`src/sv/sdsh_pkg.sv`:
```
// Package: shared constants and result type for the SD SPI host engine.
`default_nettype none
package sdsh_pkg;
    typedef struct packed {
        logic [1:0] kind;
        logic [7:0] mosi;
        logic       cs;
        logic [7:0] rd;
        logic       st;
    } t_res;
    localparam logic [1:0] K_XCHG = 2'd0;
    localparam logic [1:0] K_READ = 2'd1;
    localparam logic [1:0] K_NEED = 2'd2;
    localparam logic [1:0] K_DONE = 2'd3;
    localparam logic [2:0] A_INIT  = 3'd0;
    localparam logic [2:0] A_READ  = 3'd1;
    localparam logic [2:0] A_WRITE = 3'd2;
    localparam logic [2:0] A_CARD  = 3'd3;
    localparam logic [2:0] A_WDATA = 3'd4;
    localparam logic [2:0] REG_READY = 3'd0;
    localparam logic [2:0] REG_TOKEN = 3'd1;
    localparam logic [2:0] REG_BUSY  = 3'd2;
    localparam logic [2:0] REG_RETRY = 3'd3;
    localparam logic [2:0] REG_RESP  = 3'd4;
endpackage
`default_nettype wire

```
`src/sv/sdsh_out_buf.sv`:
```
// Output buffer: holds up to two result items of one input and a spare slot pair.
`default_nettype none
module sdsh_out_buf import sdsh_pkg::*; (
    input  wire logic        i_clk,
    input  wire logic        i_rst_n,
    input  wire logic        i_push,
    input  wire logic [1:0]  i_cnt,
    input  wire logic [24:0] i_r0,
    input  wire logic [24:0] i_r1,
    output logic             o_room,
    output logic             o_valid,
    output logic [24:0]      o_data,
    input  wire logic        i_ready
);
    // four-entry ring of 25-bit packed items
    logic [24:0] r_mem [4];
    logic [1:0]  r_rd, r_wr;
    logic [2:0]  r_cnt;
    logic        pop;
    assign pop     = o_valid && i_ready;
    assign o_valid = r_cnt != 3'd0;
    assign o_data  = r_mem[r_rd];
    assign o_room  = r_cnt <= 3'd2;
    always_ff @(posedge i_clk) begin
        if (!i_rst_n) begin
            r_rd <= '0; r_wr <= '0; r_cnt <= '0;
        end else begin
            if (i_push && i_cnt != 2'd0) begin
                r_mem[r_wr] <= i_r0;
                if (i_cnt == 2'd2) r_mem[r_wr + 2'd1] <= i_r1;
                r_wr <= r_wr + i_cnt;
            end
            if (pop) r_rd <= r_rd + 2'd1;
            r_cnt <= r_cnt + ((i_push) ? {1'b0, i_cnt} : 3'd0) - {2'b0, pop};
        end
    end
endmodule
`default_nettype wire

```
`src/sv/sd_spi_host_engine_unit.sv`:
```
// Top level: SD card SPI mode host sequencer with stream ports and APB registers.
// Results are written to the output buffer at the accepting edge and are read out from its ring registers.
// Throughput: one item per cycle while the four-entry output buffer has room for two.
// Each item yields at most two results; the step logic is combinational.
// Reset: synchronous active low; idle, no card, slow clock, registers at defaults.
`default_nettype none
module sd_spi_host_engine_unit import sdsh_pkg::*; (
    input  wire logic        i_clk,
    input  wire logic        i_rst_n,
    input  wire logic        s_axis_tvalid,
    output logic             s_axis_tready,
    // tdata: block_address[31:0], block_count[63:32], miso_byte[71:64], write_data[79:72]
    input  wire logic [79:0] s_axis_tdata,
    // tuser: action[2:0]
    input  wire logic [2:0]  s_axis_tuser,
    output logic             m_axis_tvalid,
    input  wire logic        m_axis_tready,
    // tdata: mosi_byte[7:0], select_low[8], fast_clock[9], read_byte[17:10], status[18],
    // card_kind[21:19], zero[23:22]
    output logic [23:0]      m_axis_tdata,
    // tuser: kind[1:0]
    output logic [1:0]       m_axis_tuser,
    output logic             m_axis_tlast,
    input  wire logic        psel,
    input  wire logic        penable,
    input  wire logic        pwrite,
    input  wire logic [4:0]  paddr,
    input  wire logic [31:0] pwdata,
    output logic [31:0]      prdata,
    output logic             pready
);
    localparam logic [4:0] P_IDLE=5'd0, I_WAKE=5'd1, I_CMD0=5'd2, I_CMD8=5'd3, I_OCR8=5'd4,
        I_A41V2=5'd5, I_CMD58=5'd6, I_OCR58=5'd7, I_A41PROBE=5'd8, I_V1LOOP=5'd9,
        I_CMD16=5'd10, I_FINAL=5'd11, R_CMD=5'd12, R_TOKEN=5'd13, R_DATA=5'd14,
        R_CRC=5'd15, W_CMD=5'd16, W_TOKEN=5'd17, W_NEED=5'd18, W_DATA=5'd19,
        W_CRC=5'd20, W_RESP=5'd21, W_BUSY=5'd22, X_DESEL=5'd23, X_FAIL=5'd24;
    localparam logic [2:0] C_NONE=3'd0, C_DESEL=3'd1, C_SEL=3'd2, C_READY=3'd3,
        C_FRAME=3'd4, C_RESP=3'd5;

    logic [19:0] r_lim_ready, r_lim_token, r_lim_busy;
    logic [15:0] r_lim_retry;
    logic [3:0]  r_lim_resp;
    logic [4:0]  r_phase, n_phase;
    logic [2:0]  r_ctype, n_ctype, r_cstage, n_cstage;
    logic        r_rdy, n_rdy, r_slow, n_slow, r_apppend, n_apppend, r_opw, n_opw;
    logic [31:0] r_addr, n_addr, r_left, n_left, r_ocr, n_ocr, r_apparg, n_apparg;
    logic [9:0]  r_bi, n_bi;
    logic [19:0] r_poll, n_poll;
    logic [15:0] r_retry, n_retry;
    logic [47:0] r_frame, n_frame;
    logic [5:0]  r_appidx, n_appidx;
    logic [2:0]  r_ptype, n_ptype;

    t_res        res0, res1;
    logic [1:0]  cnt;
    logic [2:0]  ct_out0, ct_out1;
    logic        fast0, fast1;
    logic        room, acc;

    assign pready = 1'b1;
    assign acc = s_axis_tvalid && s_axis_tready;
    assign s_axis_tready = room;

    always_ff @(posedge i_clk) begin
        if (!i_rst_n) begin
            r_lim_ready <= 20'd50000; r_lim_token <= 20'd40000; r_lim_busy <= 20'd500000;
            r_lim_retry <= 16'd10000; r_lim_resp <= 4'd10;
        end else if (psel && penable && pwrite) begin
            unique case (paddr[4:2])
                REG_READY: r_lim_ready <= pwdata[19:0];
                REG_TOKEN: r_lim_token <= pwdata[19:0];
                REG_BUSY:  r_lim_busy  <= pwdata[19:0];
                REG_RETRY: r_lim_retry <= pwdata[15:0];
                REG_RESP:  r_lim_resp  <= pwdata[3:0];
                default: ;
            endcase
        end
    end
    always_comb begin
        unique case (paddr[4:2])
            REG_READY: prdata = {12'd0, r_lim_ready};
            REG_TOKEN: prdata = {12'd0, r_lim_token};
            REG_BUSY:  prdata = {12'd0, r_lim_busy};
            REG_RETRY: prdata = {16'd0, r_lim_retry};
            REG_RESP:  prdata = {28'd0, r_lim_resp};
            default:   prdata = '0;
        endcase
    end

    function automatic logic [47:0] mkframe(input logic [5:0] idx, input logic [31:0] arg);
        logic [7:0] crc;
        crc = (idx == 6'd0) ? 8'h95 : (idx == 6'd8) ? 8'h87 : 8'h01;
        return {2'b01, idx, arg, crc};
    endfunction

    always_comb begin
        logic [2:0]  act;
        logic [7:0]  rx;
        logic        emitx, cmdi, dodisp, ready_chk, cmd_done, loop, nb, fail, fin, fininit;
        logic        bok, tokc, busyc;
        logic [7:0]  r;
        logic [2:0]  finty;
        logic        finst;
        logic [5:0]  sidx;
        logic        sapp, scmd;
        logic [31:0] sarg;
        logic [3:0]  lim;
        logic [2:0]  bsel;
        act = s_axis_tuser; rx = s_axis_tdata[71:64];
        n_phase=r_phase; n_ctype=r_ctype; n_cstage=r_cstage; n_rdy=r_rdy; n_slow=r_slow;
        n_apppend=r_apppend; n_opw=r_opw; n_addr=r_addr; n_left=r_left; n_ocr=r_ocr;
        n_apparg=r_apparg; n_bi=r_bi; n_poll=r_poll; n_retry=r_retry; n_frame=r_frame;
        n_appidx=r_appidx; n_ptype=r_ptype;
        res0='0; res1='0; cnt=2'd0; ct_out0=r_ctype; ct_out1=r_ctype; fast0=!r_slow; fast1=!r_slow;
        cmdi=0; dodisp=0; ready_chk=0; cmd_done=0; loop=0; nb=0; fail=0; fin=0; fininit=0;
        bok=0; tokc=0; busyc=0; r=8'hFF; finty=3'd0; finst=0; sidx='0; sapp=0; scmd=0;
        sarg='0; lim='0; emitx=0; bsel='0;
        // each branch emits up to two results, some via flags resolved below
        if (act <= A_WRITE) begin
            if (r_phase == P_IDLE) begin
                if (act == A_INIT) begin
                    n_slow=1; fast0=0; n_apppend=0; n_cstage=C_NONE; n_phase=I_WAKE; n_bi='0;
                    res0='{K_XCHG,8'hFF,1'b0,8'h00,1'b0}; cnt=2'd1;
                end else if (!r_rdy) begin
                    fin=1; finst=1;
                end else begin
                    n_opw = (act == A_WRITE);
                    n_addr = (r_ctype != 3'd4) ? {s_axis_tdata[22:0], 9'd0} : s_axis_tdata[31:0];
                    n_left = s_axis_tdata[63:32];
                    nb=1;
                end
            end
        end else if (act == A_CARD) begin
            if (r_phase != P_IDLE && r_phase != W_NEED) begin
                if (r_cstage != C_NONE) begin
                    unique case (r_cstage)
                        C_DESEL: begin n_cstage=C_SEL; cmdi=1; end
                        C_SEL: begin
                            if (r_slow) begin n_cstage=C_FRAME; n_bi='0; cmdi=1; end
                            else begin n_poll='0; ready_chk=1; end
                        end
                        C_READY: begin
                            if (rx == 8'hFF) begin n_cstage=C_FRAME; n_bi='0; cmdi=1; end
                            else begin n_poll=r_poll+20'd1; ready_chk=1; end
                        end
                        C_FRAME: begin
                            n_bi=r_bi+10'd1;
                            if (n_bi >= 10'd6) begin n_cstage=C_RESP; n_poll='0; end
                            cmdi=1;
                        end
                        default: begin
                            n_poll=r_poll+20'd1;
                            lim = (r_lim_resp != 4'd0) ? r_lim_resp : 4'd1;
                            if (rx[7] && n_poll < {16'd0, lim}) cmdi=1;
                            else begin cmd_done=1; r=rx; end
                        end
                    endcase
                    if (ready_chk) begin
                        if (n_poll >= r_lim_ready) begin cmd_done=1; r=8'hFF; end
                        else begin n_cstage=C_READY; cmdi=1; end
                    end
                    if (cmd_done) begin
                        n_cstage=C_NONE;
                        if (r_apppend) begin
                            n_apppend=0;
                            if (r > 8'd1) dodisp=1;
                            else begin
                                n_frame=mkframe(r_appidx, r_apparg); n_cstage=C_DESEL; cmdi=1;
                            end
                        end else dodisp=1;
                    end
                end else begin
                    case (r_phase)
                        I_WAKE: begin
                            n_bi=r_bi+10'd1;
                            if (n_bi < 10'd10) res0='{K_XCHG,8'hFF,1'b0,8'h00,1'b0};
                            else begin n_phase=I_CMD0; scmd=1; sidx=6'd0; end
                            cnt = (n_bi < 10'd10) ? 2'd1 : 2'd0;
                        end
                        I_OCR8, I_OCR58: begin
                            n_ocr={r_ocr[23:0], rx}; n_bi=r_bi+10'd1;
                            if (n_bi < 10'd4) begin
                                res0='{K_XCHG,8'hFF,1'b1,8'h00,1'b0}; cnt=2'd1;
                            end else if (r_phase == I_OCR58) begin
                                fininit=1; finty = n_ocr[30] ? 3'd4 : 3'd3;
                            end else if (n_ocr[15:0] == 16'h01AA) begin
                                n_retry=r_lim_retry; n_phase=I_A41V2; loop=1;
                            end else fininit=1;
                        end
                        I_FINAL: begin
                            if (r_ctype != 3'd0) begin n_slow=0; n_rdy=1; end else n_rdy=0;
                            fast0 = !n_slow; fin=1; finst = (r_ctype == 3'd0);
                        end
                        R_TOKEN: begin
                            if (rx != 8'hFF) begin
                                if (rx == 8'hFE) begin
                                    n_phase=R_DATA; n_bi='0;
                                    res0='{K_XCHG,8'hFF,1'b1,8'h00,1'b0}; cnt=2'd1;
                                end else fail=1;
                            end else begin n_poll=r_poll+20'd1; tokc=1; end
                        end
                        R_DATA: begin
                            res0='{K_READ,8'h00,1'b0,rx,1'b0};
                            res1='{K_XCHG,8'hFF,1'b1,8'h00,1'b0}; cnt=2'd2;
                            n_bi=r_bi+10'd1;
                            if (r_bi == 10'd511) begin n_phase=R_CRC; n_bi='0; end
                        end
                        R_CRC: begin
                            n_bi=r_bi+10'd1;
                            if (n_bi < 10'd2) begin
                                res0='{K_XCHG,8'hFF,1'b1,8'h00,1'b0}; cnt=2'd1;
                            end else bok=1;
                        end
                        W_TOKEN: begin
                            n_bi='0; n_phase=W_NEED; res0='{K_NEED,8'h00,1'b0,8'h00,1'b0}; cnt=2'd1;
                        end
                        W_DATA: begin
                            n_bi=r_bi+10'd1;
                            if (r_bi != 10'd511) begin
                                n_phase=W_NEED; res0='{K_NEED,8'h00,1'b0,8'h00,1'b0};
                            end else begin
                                n_phase=W_CRC; n_bi='0; res0='{K_XCHG,8'hFF,1'b1,8'h00,1'b0};
                            end
                            cnt=2'd1;
                        end
                        W_CRC: begin
                            n_bi=r_bi+10'd1;
                            if (n_bi >= 10'd2) n_phase=W_RESP;
                            res0='{K_XCHG,8'hFF,1'b1,8'h00,1'b0}; cnt=2'd1;
                        end
                        W_RESP: begin
                            if (rx[4:0] != 5'h05) fail=1;
                            else begin n_phase=W_BUSY; n_poll='0; busyc=1; end
                        end
                        W_BUSY: begin
                            if (rx != 8'h00) bok=1; else begin n_poll=r_poll+20'd1; busyc=1; end
                        end
                        X_DESEL: begin
                            n_addr = r_addr + ((r_ctype == 3'd4) ? 32'd1 : 32'd512);
                            n_left = r_left - 32'd1; nb=1;
                        end
                        X_FAIL: begin fin=1; finst=1; end
                        default: dodisp=1;
                    endcase
                end
            end
        end else if (act == A_WDATA) begin
            if (r_phase == W_NEED) begin
                n_phase=W_DATA; res0='{K_XCHG,s_axis_tdata[79:72],1'b1,8'h00,1'b0}; cnt=2'd1;
            end
        end
        if (dodisp) begin
            unique case (r_phase)
                I_CMD0: if (r == 8'd1) begin n_phase=I_CMD8; scmd=1; sidx=6'd8;
                            sarg=32'h1AA; end else fininit=1;
                I_CMD8: if (r == 8'd1) begin n_phase=I_OCR8; n_bi='0; emitx=1; end
                        else begin n_phase=I_A41PROBE; scmd=1; sapp=1; sidx=6'd41; end
                I_A41V2: if (r == 8'd0) begin n_phase=I_CMD58; scmd=1; sidx=6'd58; end
                         else begin n_retry=r_retry-16'd1; loop=1; end
                I_CMD58: if (r == 8'd0) begin n_phase=I_OCR58; n_bi='0; emitx=1; end
                         else fininit=1;
                I_A41PROBE: begin
                    n_ptype = (r <= 8'd1) ? 3'd2 : 3'd1; n_retry=r_lim_retry;
                    n_phase=I_V1LOOP; loop=1;
                end
                I_V1LOOP: if (r == 8'd0) begin n_phase=I_CMD16; scmd=1; sidx=6'd16;
                              sarg=32'd512; end
                          else begin n_retry=r_retry-16'd1; loop=1; end
                I_CMD16: begin fininit=1; finty = (r == 8'd0) ? r_ptype : 3'd0; end
                R_CMD: if (r != 8'd0) fail=1;
                       else begin n_phase=R_TOKEN; n_poll='0; tokc=1; end
                W_CMD: if (r != 8'd0) fail=1;
                       else begin n_phase=W_TOKEN; res0='{K_XCHG,8'hFE,1'b1,8'h00,1'b0};
                           cnt=2'd1; end
                default: fail=1;
            endcase
        end
        if (emitx) begin res0='{K_XCHG,8'hFF,1'b1,8'h00,1'b0}; cnt=2'd1; end
        if (tokc) begin
            if (n_poll >= r_lim_token) fail=1;
            else begin res0='{K_XCHG,8'hFF,1'b1,8'h00,1'b0}; cnt=2'd1; end
        end
        if (busyc) begin
            if (n_poll >= r_lim_busy) fail=1;
            else begin res0='{K_XCHG,8'hFF,1'b1,8'h00,1'b0}; cnt=2'd1; end
        end
        if (loop) begin
            if (n_retry == 16'd0) fininit=1;
            else if (r_phase == I_A41V2 && n_phase == I_A41V2 || n_phase == I_A41V2) begin
                scmd=1; sapp=1; sidx=6'd41; sarg=32'h4000_0000;
            end else if (n_ptype == 3'd2) begin scmd=1; sapp=1; sidx=6'd41; end
            else begin scmd=1; sidx=6'd1; end
        end
        if (nb) begin
            if (n_left == 32'd0) begin fin=1; finst=0; end
            else begin
                n_phase = n_opw ? W_CMD : R_CMD; scmd=1;
                sidx = n_opw ? 6'd24 : 6'd17; sarg=n_addr;
            end
        end
        if (scmd) begin
            n_apppend=sapp;
            if (sapp) begin n_appidx=sidx; n_apparg=sarg; n_frame=mkframe(6'd55, 32'd0); end
            else n_frame=mkframe(sidx, sarg);
            n_cstage=C_DESEL; cmdi=1;
        end
        if (cmdi) begin
            bsel = (n_bi[2:0] >= 3'd6) ? n_bi[2:0] - 3'd6 : n_bi[2:0];
            if (n_cstage == C_DESEL) res0='{K_XCHG,8'hFF,1'b0,8'h00,1'b0};
            else if (n_cstage == C_FRAME) begin
                unique case (bsel)
                    3'd0: res0='{K_XCHG,n_frame[47:40],1'b1,8'h00,1'b0};
                    3'd1: res0='{K_XCHG,n_frame[39:32],1'b1,8'h00,1'b0};
                    3'd2: res0='{K_XCHG,n_frame[31:24],1'b1,8'h00,1'b0};
                    3'd3: res0='{K_XCHG,n_frame[23:16],1'b1,8'h00,1'b0};
                    3'd4: res0='{K_XCHG,n_frame[15:8],1'b1,8'h00,1'b0};
                    default: res0='{K_XCHG,n_frame[7:0],1'b1,8'h00,1'b0};
                endcase
            end else res0='{K_XCHG,8'hFF,1'b1,8'h00,1'b0};
            cnt=2'd1;
        end
        if (fininit) begin
            n_ctype=finty; n_phase=I_FINAL; ct_out0=finty;
            res0='{K_XCHG,8'hFF,1'b0,8'h00,1'b0}; cnt=2'd1;
        end
        if (fail || bok) begin
            n_phase = fail ? X_FAIL : X_DESEL;
            res0='{K_XCHG,8'hFF,1'b0,8'h00,1'b0}; cnt=2'd1;
        end
        if (fin) begin
            n_phase=P_IDLE; res0='{K_DONE,8'h00,1'b0,8'h00,finst}; cnt=2'd1;
        end
    end

    always_ff @(posedge i_clk) begin
        if (!i_rst_n) begin
            r_phase<=P_IDLE; r_ctype<='0; r_cstage<=C_NONE; r_rdy<=0; r_slow<=1;
            r_apppend<=0; r_opw<=0; r_addr<='0; r_left<='0; r_ocr<='0; r_apparg<='0;
            r_bi<='0; r_poll<='0; r_retry<='0; r_frame<='0; r_appidx<='0; r_ptype<='0;
        end else if (acc) begin
            r_phase<=n_phase; r_ctype<=n_ctype; r_cstage<=n_cstage; r_rdy<=n_rdy;
            r_slow<=n_slow; r_apppend<=n_apppend; r_opw<=n_opw; r_addr<=n_addr;
            r_left<=n_left; r_ocr<=n_ocr; r_apparg<=n_apparg; r_bi<=n_bi; r_poll<=n_poll;
            r_retry<=n_retry; r_frame<=n_frame; r_appidx<=n_appidx; r_ptype<=n_ptype;
        end
    end

    logic [24:0] pk0, pk1, ob;
    assign pk0 = {res0.kind, cnt == 2'd1, ct_out0, res0.st, res0.rd, fast0, res0.cs, res0.mosi};
    assign pk1 = {res1.kind, 1'b1, ct_out1, res1.st, res1.rd, fast1, res1.cs, res1.mosi};

    sdsh_out_buf u_buf (
        .i_clk(i_clk), .i_rst_n(i_rst_n), .i_push(acc), .i_cnt(cnt),
        .i_r0(pk0), .i_r1(pk1), .o_room(room), .o_valid(m_axis_tvalid),
        .o_data(ob), .i_ready(m_axis_tready)
    );
    assign m_axis_tuser = ob[24:23];
    assign m_axis_tlast = ob[22];
    assign m_axis_tdata = {2'b00, ob[21:0]};

    property p_ready_room;
        @(posedge i_clk) disable iff (!i_rst_n) s_axis_tready |-> room;
    endproperty
    a_ready_room: assert property (p_ready_room) else $error("ready without room");
    a_idle_cstage: assert property (@(posedge i_clk) disable iff (!i_rst_n)
        r_phase == P_IDLE |-> r_cstage == C_NONE) else $error("command stage in idle");
    a_bi_range: assert property (@(posedge i_clk) disable iff (!i_rst_n)
        r_phase == R_DATA |-> r_bi < 10'd512) else $error("byte index overrun");
endmodule
`default_nettype wire
```
`config.mk`:
```
export PLATFORM = sky130hd
export DESIGN_NAME = sd_spi_host_engine_unit
export DESIGN_NICKNAME = d
export VERILOG_FILES = /design/src/sv/sdsh_pkg.sv /design/src/sv/sdsh_out_buf.sv /design/src/sv/sd_spi_host_engine_unit.sv
export SDC_FILE = /design/constraint.sdc
export NUM_CORES = 1
export LEC_CHECK = 0
export ABC_CLOCK_PERIOD_IN_PS = 5700
export BUFFER_PORTS_ARGS = -buffer_cell sky130_fd_sc_hd__buf_4
export CORE_MARGIN = 1
export CORE_UTILIZATION = 25
export DETAILED_ROUTE_END_ITERATION = 8
export MAX_ROUTING_LAYER = met4
export PLACE_DENSITY = 0.4
export SYNTH_ARGS = -nofsm -noshare
export SYNTH_HDL_FRONTEND = slang
export SYNTH_SLANG_ARGS = --single-unit
```
`constraint.sdc`:
```
create_clock -name i_clk -period 5.7 [get_ports i_clk]
set_clock_uncertainty 0.15 [all_clocks]
set_input_delay 0 -clock i_clk [delete_from_list [all_inputs] [get_ports i_clk]]
set_output_delay 0 -clock i_clk [all_outputs]
set_load 0.1 [all_outputs]
```
==> summary.txt <==
Final layout
  – Total inserted antenna cells: 0
  – Number of nets in the final layout: 4,251
  – Number of filler instances in the final layout: 10,994
  – Layout-stage area growth over the synthesis result: 39.10%
  – Fraction of final layout cells sized beyond drive strength 1: 24.31%
  – Final core utilization: 35.27%
  – Area of combinational cells with multiple inputs: 17,140 µm²
  – Sequential cell area: 8783 µm²

Outcome
  – Failing checks: setup timing
  – Status: finished, violations left

GRT
  – Overflow after GRT: 0
  – Initial antenna violation count: 1
  – Largest net degree at the start of global routing: 121
  – First-pass GRT wire length: 182,100 µm
  – Combined global-route utilization of all metal layers: 22.84%
  – Number of global-route vias before repair: 27,276

Clock tree
  – Clock tree from TritonCTS: done
  – # clock sinks: 412
  – Maximum buffer depth of the clock tree: 3
  – Worst skew pair latency: 0.67 ns
  – Htree depth: 2
  – Number of CTS-inserted buffers: 55
  – Clock-pin transition on the worst setup and hold timing paths: 0.06 ns
  – Clock root buffer: sky130_fd_sc_hd__clkbuf_16

Yosys
  – Flop and latch count out of synthesis: 412
  – Top post-synthesis cells by area: sky130_fd_sc_hd__dfxtp_1 (27%), sky130_fd_sc_hd__nand2_1 (6.9%), sky130_fd_sc_hd__edfxtp_1 (5.9%), sky130_fd_sc_hd__a21oi_1 (5.6%), sky130_fd_sc_hd__nor2_1 (5.5%)
  – Leading post-synthesis cells by instance count: sky130_fd_sc_hd__nand2_1 (486), sky130_fd_sc_hd__nor2_1 (388), sky130_fd_sc_hd__dfxtp_1 (360)
  – Synth Area per Inst: 7.642 µm²
  – Summed instance area of the synthesized netlist: 26,400 µm²
  – Number of enable-type register cells in the synthesized netlist: 52
  – Synth warn: 0
  – Post-synth cell types: 96
  – Leading register cell type out of synthesis: sky130_fd_sc_hd__dfxtp_1
  – Sequential element share of the synthesized area: 33.22%
  – Dominant cell by count in the synthesized netlist: sky130_fd_sc_hd__nand2_1
  – Post-synth top area share: 27.30%
  – Most area-hungry cell type in the Yosys netlist: sky130_fd_sc_hd__dfxtp_1
  – Async set-or-reset flop fraction in the synthesized netlist: 0%
  – Cell count after synthesis: 3,454

Worst setup path
  – CP startpoint kind: flop
  – Required @ worst endpoint: 5.91 ns
  – Launching instance or port of the critical path: r_bi[0]
  – Crit-path max FO: 8
  – Worst setup EP type: flop
  – Reg-to-reg critical path startpoint: r_bi[0]
  – Crit path arrival time: 6.31 ns
  – Crit path kind: flop to flop

Floorplan
  – Width of the chip: 326.9 µm
  – Placeable core region: 104,100 µm²
  – Vertical die dimension: 326.9 µm
  – Total die area: 106,900 µm²
  – # IOs: 189
  – Starting Density: 25.36%
  – Cell Rows: 118

Route
  – Detailed Route Iter0 Violations: 2,230
  – Detailed-route DRC error count: 0
  – Pre-Repair DR Iteration Count: 6
  – Total Wirelength: 123,000 µm
  – Uppermost layer routed: met4
  – Wire per inst: 22.47 µm
  – Metal1 wirelength: 61,080 µm
  – Met3 routed WL: 6384 µm
  – Number of vias per cell: 5.289
  – Detailed-route via count: 28,947
  – Sum of met2 wire segment lengths after detailed routing: 52,930 µm
  – Antenna-violating nets left: 0

Worst hold path
  – Worst hold path class: input pin to flop
  – Hold wc startpoint: pwdata[11]

Power and ir drop
  – Cell Int Power: 0.006087 W
  – P_sw: 0.003364 W
  – Fraction of power spent switching nets: 35.60%
  – Clock power share: 38.1%
  – Leakage component of the power: 14.25 nW
  – Overall Power: 0.009452 W
  – Seq pwr share: 34.9%
  – Combinational share of power: 27.0%
  – Largest vdd supply drop: 0.0003773 V
  – Total power divided by cell area: 257.4 nW/µm²

Job
  – Number of maximum-capacitance violations: 0

STA
  – Setup slack after layout: -0.3997 ns
  – Setup repair after global routing missed its margin: true
  – Shortest period the worst path allows: 6.100 ns
  – Max-slew violation total from the final report: 0
  – Achievable Freq: 163.9 MHz
  – Setup violation total in the final timing report: 209
  – Final hold viol count: 0
  – Final critical-path share of the clock period: 107.0%
  – Worst slew slack as a fraction of its limit: 19.55%
  – Worst Tran Pin Value: 1.207 ns

Place
  – # port buffers: 159
  – Placer's final routability congestion estimate: 0.9963
  – HPWL Detailed: 89,310 µm
## state kept, by name, indices dropped and copies added, names as in the netlist, 4 cells and up, named ones only
signal       cells
r_addr          32
r_apparg        32
r_appidx         5
r_bi            10
r_frame         48
r_left          32
r_lim_busy      20
r_lim_ready     20
r_lim_resp       4
r_lim_retry     16
r_lim_token     20
r_ocr           10
r_phase          5
r_poll          20
r_retry         16
u_buf.r_mem    100
## cell type report
class	instances	share of cell area, %
well taps	1380	4.703
repair buffers	793	18.43
repair inverters	1	0.02045
multi-input cells	2679	46.69
flip-flops and latches	412	23.92
inverters	106	1.138
clock inverters	22	0.7565
clock buffers	80	4.341
## worst paths after layout
path                         to  slack, ns  cells after the start
max reg2reg  u_buf.r_mem[0][21]      -0.40                     26
min reg2reg           r_ocr[22]       0.30                      2
max          u_buf.r_mem[0][21]      -0.40                     26
min             r_lim_retry[11]       0.04                      4
## metal layers
layer / vias up / GRT usage [%]
met5: - / -
met1: 14173 / 33.58
met2: 850 / 32.96
li1: 13779 / -
met4: 0 / 5.140
met3: 145 / 2.761
## power by group through the flow
stage / registers [W] / clock network (W) / logic [W]
finish: 0.00330 / 0.00360 / 0.00255
global placement: 0.00336 / 0 / 0.00237
global route: 0.00333 / 0.00382 / 0.00272
detailed placement: 0.00336 / 0 / 0.00238
CTS: 0.00330 / 0.00371 / 0.00250
floorplan: 0.00325 / 0 / 0.00168
## repair_timing
item | 4_1_cts | 5_1_grt
endpoints found under the hold margin | 277 | 0
setup endpoints to repair | 253 | 253
hold buffers | 154 | 0
cloned | 3 | 6
gates resized for setup | 117 | 164
buffers inserted | 21 | 28
pin swaps | 45 | 87
## cells by family after synthesis
family | count (synthesis) | share of synthesized area, %
AOI/OAI and AO/OA | 984 | 23.92
buffers and inverters | 377 | 5.697
xor gates and xnor gates | 36 | 1.195
other | 2 | 0.02845
adders and majority gates | 76 | 3.631
and+or+nand+nor | 1445 | 25.90
DFF | 412 | 33.22
muxes | 122 | 6.404
## placed cells by master (no fill, tap or decap), types with 89 or more instances in the layout
master and instances:
sky130_fd_sc_hd__a21oi_1 281, sky130_fd_sc_hd__buf_4 585, sky130_fd_sc_hd__dfxtp_1 352, sky130_fd_sc_hd__dlygate4sd3_1 154, sky130_fd_sc_hd__inv_1 100, sky130_fd_sc_hd__nand2_1 480
sky130_fd_sc_hd__nand3_1 99, sky130_fd_sc_hd__nor2_1 376, sky130_fd_sc_hd__nor3_1 89, sky130_fd_sc_hd__o21ai_0 156
## worst max-delay path, cell delays in order (launching register included)
cell,delay (ns)
sky130_fd_sc_hd__dfxtp_4,0.36
sky130_fd_sc_hd__ha_4,0.17
sky130_fd_sc_hd__buf_6,0.11
sky130_fd_sc_hd__and3_4,0.17
sky130_fd_sc_hd__o21ai_2,0.13
sky130_fd_sc_hd__a21oi_2,0.08
sky130_fd_sc_hd__o22ai_4,0.23
sky130_fd_sc_hd__o22ai_4,0.13
sky130_fd_sc_hd__buf_6,0.16
sky130_fd_sc_hd__buf_6,0.12
sky130_fd_sc_hd__a22o_1,0.21
sky130_fd_sc_hd__ha_2,0.17
sky130_fd_sc_hd__a211o_1,0.29
sky130_fd_sc_hd__a31oi_2,0.20
sky130_fd_sc_hd__o221ai_2,0.13
sky130_fd_sc_hd__a311o_1,0.42
sky130_fd_sc_hd__a32oi_2,0.29
sky130_fd_sc_hd__buf_4,0.17
sky130_fd_sc_hd__o21ai_4,0.11
sky130_fd_sc_hd__nand2_2,0.15
sky130_fd_sc_hd__nand4_1,0.19
sky130_fd_sc_hd__o41ai_4,0.55
sky130_fd_sc_hd__nor4_4,0.06
sky130_fd_sc_hd__buf_6,0.15
sky130_fd_sc_hd__or4_4,0.50
sky130_fd_sc_hd__and2_4,0.19
sky130_fd_sc_hd__clkinvlp_4,0.17
## through the flow
stage | cell area (µm²) | setup TNS (ns) | setup WS, ns | instances | hold WS [ns]
2_1_floorplan | 26540 | -0.01425 | -0.01425 | 3467 | -0.02603
3_3_place_gp | 31810 | -137.80 | -0.8026 | 5164 | 0.1069
3_5_place_dp | 31810 | -161.97 | -0.9098 | 5164 | 0.1104
4_1_cts | 35840 | -40.57 | -0.3775 | 5444 | 0.0002510
5_1_grt | 36720 | -91.72 | -0.5696 | 5473 | 0.03044
6_report | 36720 | -44.34 | -0.3997 | 5473 | 0.04203
No activity file was read; power rests on OpenSTA's default activity.
